--- src/design/bcc_pkg.sv ---
package bcc_pkg;

	localparam int unsigned StampW = 32;
	localparam int unsigned MsW    = 16;

	localparam logic [MsW-1:0] LockoutReset    = 16'd350;
	localparam logic [MsW-1:0] DoubleWinReset  = 16'd600;
	localparam logic [MsW-1:0] LongPressReset  = 16'd5000;

	// configuration register indexes
	localparam logic [1:0] RegLockout   = 2'd0;
	localparam logic [1:0] RegDoubleWin = 2'd1;
	localparam logic [1:0] RegLongPress = 2'd2;

	// item kinds carried on tuser
	localparam logic OpEdge = 1'b0;
	localparam logic OpPoll = 1'b1;

	typedef enum logic [2:0] {
		EV_NONE   = 3'd0,
		EV_PREV   = 3'd1,
		EV_NEXT   = 3'd2,
		EV_SELECT = 3'd3,
		EV_DOUBLE = 3'd4,
		EV_LONG   = 3'd5
	} event_t;

	typedef struct packed {
		logic [MsW-1:0] lockout_ms;
		logic [MsW-1:0] double_window_ms;
		logic [MsW-1:0] long_press_ms;
	} cfg_t;

	typedef struct packed {
		logic              op;
		logic [2:0]        pin_mask;
		logic [StampW-1:0] now_ms;
		logic              select_held;
	} item_t;

endpackage

--- src/design/bcc_cfg.sv ---
module bcc_cfg (
	input  logic         clk,
	input  logic         arst_n,
	input  logic         wr_en,
	input  logic [1:0]   wr_index,
	input  logic [15:0]  wr_data,
	output bcc_pkg::cfg_t cfg
);
	import bcc_pkg::*;

	cfg_t cfg_q;

	always_ff @(posedge clk or negedge arst_n) begin
		if (!arst_n) begin
			cfg_q.lockout_ms       <= LockoutReset;
			cfg_q.double_window_ms <= DoubleWinReset;
			cfg_q.long_press_ms    <= LongPressReset;
		end else if (wr_en) begin
			case (wr_index)
				RegLockout:   cfg_q.lockout_ms       <= wr_data;
				RegDoubleWin: cfg_q.double_window_ms <= wr_data;
				RegLongPress: cfg_q.long_press_ms    <= wr_data;
				default:      ;
			endcase
		end
	end

	assign cfg = cfg_q;

endmodule

--- src/design/bcc_classify.sv ---
module bcc_classify (
	input  logic           clk,
	input  logic           arst_n,
	input  bcc_pkg::cfg_t  cfg,
	input  logic           fire,
	input  bcc_pkg::item_t item,
	output bcc_pkg::event_t result_code
);
	import bcc_pkg::*;

	logic [StampW-1:0] prev_stamp_q, next_stamp_q, select_stamp_q;
	event_t            pending_q;

	logic [StampW-1:0] age_prev, age_next, age_sel;
	logic [StampW-1:0] lockout, dbl_win, long_lim;
	logic              ok_prev, ok_next, ok_sel, sel_set, is_long;

	assign lockout  = {{(StampW-MsW){1'b0}}, cfg.lockout_ms};
	assign dbl_win  = {{(StampW-MsW){1'b0}}, cfg.double_window_ms};
	assign long_lim = {{(StampW-MsW){1'b0}}, cfg.long_press_ms};

	// wrapping ages
	assign age_prev = item.now_ms - prev_stamp_q;
	assign age_next = item.now_ms - next_stamp_q;
	assign age_sel  = item.now_ms - select_stamp_q;

	assign ok_prev = age_prev >= lockout;
	assign ok_next = age_next >= lockout;
	assign ok_sel  = age_sel >= lockout;
	assign sel_set = select_stamp_q != '0;
	assign is_long = item.select_held && sel_set && (age_sel > long_lim);

	assign result_code = is_long ? EV_LONG : pending_q;

	always_ff @(posedge clk or negedge arst_n) begin
		if (!arst_n) begin
			prev_stamp_q   <= '0;
			next_stamp_q   <= '0;
			select_stamp_q <= '0;
			pending_q      <= EV_NONE;
		end else if (fire) begin
			if (item.op == OpPoll) begin
				if (is_long) begin
					select_stamp_q <= '0;
				end else begin
					pending_q <= EV_NONE;
				end
			end else if (item.pin_mask[0]) begin
				if (ok_prev) begin
					prev_stamp_q <= item.now_ms;
					pending_q    <= EV_PREV;
				end
			end else if (item.pin_mask[1]) begin
				if (ok_next) begin
					next_stamp_q <= item.now_ms;
					pending_q    <= EV_NEXT;
				end
			end else if (item.pin_mask[2] && ok_sel) begin
				if (sel_set && (age_sel < dbl_win)) begin
					pending_q      <= EV_DOUBLE;
					select_stamp_q <= '0;
				end else begin
					pending_q      <= EV_SELECT;
					select_stamp_q <= item.now_ms;
				end
			end
		end
	end

endmodule

--- src/design/button_click_classifier.sv ---
// Button click classifier: turns press edges of the prev, next and select
// buttons into click events and hands them out on polls. An edge item (tuser 0)
// updates the per-button timestamps and the pending event and gives no result;
// a poll item (tuser 1) gives exactly one result, a long press or the pending
// event. Each item goes from acceptance to result through the input register,
// then one pass of subtract-and-compare logic into the result register, and
// one item is accepted every cycle; only a poll that finds the result register
// still full and not taken holds the input. Configuration writes are taken on
// any cycle but should only be issued while no item is in flight.
module button_click_classifier (
	input  logic        clk,
	input  logic        arst_n,
	input  logic        s_tvalid,
	output logic        s_tready,
	input  logic [39:0] s_tdata,  // pin_mask[2:0], now_ms[34:3], select_held[35], zero pad
	input  logic        s_tuser,  // op
	output logic        m_tvalid,
	input  logic        m_tready,
	output logic [7:0]  m_tdata,  // event_code[2:0], zero pad
	input  logic        cfg_valid,
	output logic        cfg_ready,
	input  logic [1:0]  cfg_index,
	input  logic [15:0] cfg_data
);
	import bcc_pkg::*;

	cfg_t   cfg;
	item_t  item_s1;
	logic   valid_s1;
	logic   advance;
	event_t result_code;
	event_t code_q;
	logic   out_valid_q;

	assign cfg_ready = 1'b1;

	bcc_cfg u_cfg (
		.clk      (clk),
		.arst_n   (arst_n),
		.wr_en    (cfg_valid),
		.wr_index (cfg_index),
		.wr_data  (cfg_data),
		.cfg      (cfg)
	);

	// edge items never wait; a poll waits for room in the result register
	assign advance  = valid_s1 &&
		!((item_s1.op == OpPoll) && out_valid_q && !m_tready);
	assign s_tready = !valid_s1 || advance;

	always_ff @(posedge clk or negedge arst_n) begin
		if (!arst_n) begin
			valid_s1 <= 1'b0;
		end else if (s_tready) begin
			valid_s1 <= s_tvalid;
		end
	end

	always_ff @(posedge clk) begin
		if (s_tready && s_tvalid) begin
			item_s1.op          <= s_tuser;
			item_s1.pin_mask    <= s_tdata[2:0];
			item_s1.now_ms      <= s_tdata[34:3];
			item_s1.select_held <= s_tdata[35];
		end
	end

	bcc_classify u_classify (
		.clk         (clk),
		.arst_n      (arst_n),
		.cfg         (cfg),
		.fire        (advance),
		.item        (item_s1),
		.result_code (result_code)
	);

	always_ff @(posedge clk or negedge arst_n) begin
		if (!arst_n) begin
			out_valid_q <= 1'b0;
			code_q      <= EV_NONE;
		end else if (advance && (item_s1.op == OpPoll)) begin
			out_valid_q <= 1'b1;
			code_q      <= result_code;
		end else if (m_tready) begin
			out_valid_q <= 1'b0;
		end
	end

	assign m_tvalid = out_valid_q;
	assign m_tdata  = {5'd0, code_q};

`ifndef SYNTHESIS
	a_poll_gives_result: assert property (@(posedge clk) disable iff (!arst_n)
		(advance && (item_s1.op == OpPoll)) |=> m_tvalid)
		else $error("poll item produced no result");

	a_poll_no_overwrite: assert property (@(posedge clk) disable iff (!arst_n)
		(m_tvalid && !m_tready) |-> !(advance && (item_s1.op == OpPoll)))
		else $error("pending result overwritten");

	a_code_range: assert property (@(posedge clk) disable iff (!arst_n)
		m_tvalid |-> (code_q <= EV_LONG))
		else $error("event code out of range");
`endif

endmodule
--- config.mk ---
export PLATFORM = sky130hd
export DESIGN_NAME = button_click_classifier
export DESIGN_NICKNAME = d
export VERILOG_FILES = /design/src/design/bcc_pkg.sv /design/src/design/bcc_cfg.sv /design/src/design/bcc_classify.sv /design/src/design/button_click_classifier.sv
export SDC_FILE = /design/constraint.sdc
export NUM_CORES = 1
export LEC_CHECK = 0
export BUFFER_PORTS_ARGS = -buffer_cell sky130_fd_sc_hd__buf_2
export CAP_MARGIN = 20
export CORE_AREA = 2 2 196 198
export CTS_CLUSTER_DIAMETER = 150
export DETAILED_ROUTE_END_ITERATION = 6
export DIE_AREA = 0 0 198 200
export HOLD_SLACK_MARGIN = 0.12
export PLACE_DENSITY = 0.62
export REMOVE_ABC_BUFFERS = 1
export SYNTH_ARGS = -nofsm -noshare
export SYNTH_HDL_FRONTEND = slang
export SYNTH_SLANG_ARGS = --single-unit
--- constraint.sdc ---
create_clock -name clk -period 6 [get_ports clk]
set_clock_uncertainty 0.2 [all_clocks]
set_input_delay 0.6 -clock clk [delete_from_list [all_inputs] [get_ports clk]]
set_output_delay 0.6 -clock clk [all_outputs]
set_load 0.01 [all_outputs]
==> results.txt <==
----------------------------------------------------
[STA]
  Maximum frequency from static timing analysis ... 181.3 MHz
  Number of endpoints failing setup at the final stage ... 0
  Final total negative setup slack ... 0 ns
  Slew Limit Headroom ... 0.3246
  Period utilisation layout ... 0.9193
  Setup repair after global routing missed its margin ... no
  Post-layout min period ... 5.516 ns
  Slew Limit Fails ... 0
  Transition time at the pin with the least slew margin ... 1.013 ns
  Number of failing hold endpoints at the final stage ... 0

[Yosys]
  Mean area per synthesized cell ... ~9.2 um2
  Register area share after synthesis ... 0.3343
  Netlist area before placement ... between 10,000 and 15,000 um2
  Register bit count reported by yosys ... roughly 190
  Post-synth EDFFs ... 37
  Number of warning messages in the yosys log ... 0
  Gate Count Post-Synth ... between 1,500 and 2,000
  Number of distinct library cells after synthesis ... between 80 and 90
  Synth async-reset ratio ... 0.8042
  Predominant post-synthesis flop cell ... dfrtp_1

[Placement]
  Final weighted congestion in routability-driven placement ... 0.9280
  Number of placed instances with taps included ... 2,134
  Placed cell areas ... ~16,000 um2
  Post-detailed-placement half-perimeter wirelength ... 30,020 um
  Port Buffer Count ... 64

[Layout]
  Count of fill cells added during filler insertion ... between 3,000 and 4,000
  Summed area of non-filler cells in the final layout ... around 17,000 um2
  Layout cell share with drive strength beyond 1 ... 0.1405
  Final Instance Count excl. Fillers ... 2,206
  Commonest non-fill, non-tap cell in the layout ... ha_1
  Net count reported at finish ... between 1,500 and 2,000
  Top library cells by usage in the layout, fill and taps aside ... ha_1 (172), inv_1 (170), dfrtp_1 (137)
  Layout area overhead ... 12.36%

[Global routing]
  Global-route wire length before repair ... roughly 61,000 um
  Global-route layer with the greatest usage ... met2
  Via count of the first global-routing pass ... approximately 12,000
  Total routing usage reported by global routing ... 0.1967
  Aggregate global routing overflow ... 0
  Grt met3 use ... 0.02403
  Largest net degree at the start of global routing ... 95
  Met1 Resource Use GR ... 0.2699
  Antenna violations before repair ... 1
  Global routing met2 resource utilization ... 0.3215

[Setup path]
  Reg-to-Reg Start ... item_s1[1]
  Highest net fanout along the worst path ... 34
  Slack of the worst reg-to-reg path ... approximately 0.48 ns
  Series of cell instances along the critical path ... inv_1, ha_1, inv_1, fa_1, a21o_1, a221oi_1, a21oi_1, o21a_1, nor2_1, xnor2_1, ha_1, a21o_1, a221oi_2, a221o_1, o2111ai_1, nor4bb_1, nand4_1, nor4_2, nand4b_1, nand4_1, buf_12, mux2_2
  Worst r2r path cells ... 22
  Crit path capture type ... flip-flop
  Standard cell with the maximum stage delay on the critical path ... edfxtp_1
  Delay of the slowest critical-path stage ... 0.39 ns
  Critical Path Source Type ... flip-flop
  Destination of the worst register-to-register timing path ... u_classify.next_stamp_q[12]
  CP Class ... reg2reg
  CP required ... 6.14 ns
  Arrival @ worst endpoint ... roughly 5.7 ns

[Clock network]
  Cell at the root of the clock tree ... clkbuf_16
  Number of buffers created by CTS ... 17
  H-Tree Level Count ... 4
  Sinks on Clock Net ... about 190
  Insertion delay to the later sink of the worst-skew pair ... 0.47 ns
  Clock transition at the register clock pins on the worst setup and hold paths after CTS ... around 0.08 ns
  TritonCTS clock tree ... built
  Clock buffer depth ... 2

[Run]
  Max Cap Violations ... 0

[Floorplanning]
  Core box area ... roughly 37,000 um2
  Die ar. ... approximately 40,000 um2
  Initial core utilization ... 0.3946
  Count of standard-cell rows ... 71
  Die H ... approximately 200 um
  Top-Level Pins ... 75
  Die X ... around 200 um

[Min path]
  Hold_sp ... s_tvalid
  Worst hold path type ... in2reg
  Instance count along the most critical hold path ... 2
  Worst Hold Path EP ... valid_s1

[Route]
  Routed length per instance ... 17.02 um
  Mean number of vias per cell ... approximately 5.5
  DR DRC count ... 0
  Pre-Repair DR Iteration Count ... 5
  Routed Antenna Nets ... 0
  Number of violations reported at the end of detailed-routing iteration 0 ... 681
  Via Count ... roughly 12,000
  Wirelength, routed ... roughly 38,000 um

[Power]
  PwrDens ... 329.1 nW/um2
  Pleak ... 7.375 nW
  Maximum resistive drop on vdd ... roughly 0.22 mV

[Outcome]
  Run status ... finished clean

----------------------------------------------------
[timing repair]
action,CTS,global route
gates resized for setup,0,3
setup endpoints to repair,0,61
setup buffers,0,1
hold buffers,38,0
hold endpoints to repair,130,0
[per-stage QoR]
stage,hold slack [ns],utilization,worst slack [ns],power (mW)
floorplan,0.1044,-,0.3928,3.616
global placement,0.2665,0.4166,0.4399,4.211
detailed placement,0.2664,0.4166,0.4115,4.276
CTS,0.1364,0.4426,0.3714,5.479
global route,0.1472,0.4433,0.01749,5.925
finish,0.1552,0.4434,0.4842,5.457
[cell families (layout without fill, tap and decap cells)]
| kind of cell | after synthesis | in the layout | share of synthesized area |
|---|---|---|---|
| adder cells (fa/ha/maj) | 175 | 175 | 0.1499 |
| other | 2 | 7 | 0.0005089 |
| AO/OA/AOI/OAI | 466 | 466 | 0.2117 |
| multiplexers | 100 | 100 | 0.07588 |
| flip-flops | 189 | 189 | 0.3343 |
| buffers and inverters | 225 | 318 | 0.06282 |
| AND/OR/NAND/NOR | 374 | 374 | 0.1257 |
| XOR/XNOR | 66 | 66 | 0.03917 |
[layout make-up]
class | count | area [um2] | share of cell area
multi-input cells | 1187 | 8940 | 0.5391
flip-flops and latches | 189 | 4933 | 0.2975
repair buffers | 116 | 837.1 | 0.05048
well taps | 511 | 639.4 | 0.03856
inverters | 170 | 638.1 | 0.03848
clock buffers | 19 | 475.5 | 0.02867
clock inverters | 13 | 116.4 | 0.007017
diodes | 1 | 2.502 | 0.0001509
[metal layers]
layer  vias to the layer above  wire (um)
met5                         -          0
met4                         0        967
met3                        52       1150
met2                       230      16940
met1                      5765      18480
li1                       5993          -
[critical path, delay by kind of cell (launching register included)]
kind	cells	cell delay (ns)
AOI/OAI and AO/OA	8	1.71
and+or+nand+nor	6	1.28
adders and majority gates	3	0.85
buffers and inverters	3	0.42
DFF	1	0.39
muxes	1	0.36
xor gates and xnor gates	1	0.13
[worst max path at each step]
stage / startpoint / end / slack [ns] / cells past startpoint
floorplan: item_s1[1] / u_classify.next_stamp_q[10] / 0.39 / 21
global placement: item_s1[1] / u_classify.prev_stamp_q[3] / 0.44 / 27
detailed placement: item_s1[1] / u_classify.prev_stamp_q[2] / 0.41 / 27
CTS: item_s1[1] / u_classify.prev_stamp_q[9] / 0.37 / 27
global route: item_s1[1] / u_classify.next_stamp_q[12] / 0.02 / 22
finish: item_s1[1] / u_classify.next_stamp_q[12] / 0.48 / 22
[power by group]
part	internal, mW	total [mW]	leakage [nW]	switching, mW
Sequential	1.53	1.67	2.21	0.135
Clock	0.597	1.16	0.289	0.563
Combinational	1.13	2.63	4.88	1.51
[cell usage after synthesis (all sizes together) (15+ instances only)]
library cell / count / area share
buf: 24 / 0.012
nor3: 21 / 0.0071
a21oi: 120 / 0.041
mux2: 95 / 0.072
nor4: 20 / 0.0085
nand2: 113 / 0.029
inv: 170 / 0.043
o21ai: 104 / 0.036
dfrtp: 137 / 0.23
ha: 172 / 0.15
a21o: 48 / 0.024
xor2: 26 / 0.015
o21a: 23 / 0.012
dfstp: 15 / 0.027
a22o: 32 / 0.019
edfxtp: 37 / 0.075
clkbuf: 31 / 0.0079
a211oi: 20 / 0.010
nand4: 38 / 0.016
xnor2: 40 / 0.024
nand3: 23 / 0.0078
nor2: 80 / 0.020
nor2b: 19 / 0.0082
[sequential cells by signal, indices dropped and copies added, names as in the netlist]
signal and cells:
m_tvalid 1, u_classify.pending_q 3, u_classify.select_stamp_q 32, u_classify.next_stamp_q 32
valid_s1 1, u_classify.prev_stamp_q 32, item_s1 37, code_q 3
u_cfg.cfg 48
Power figures use the tool's default switching activity.
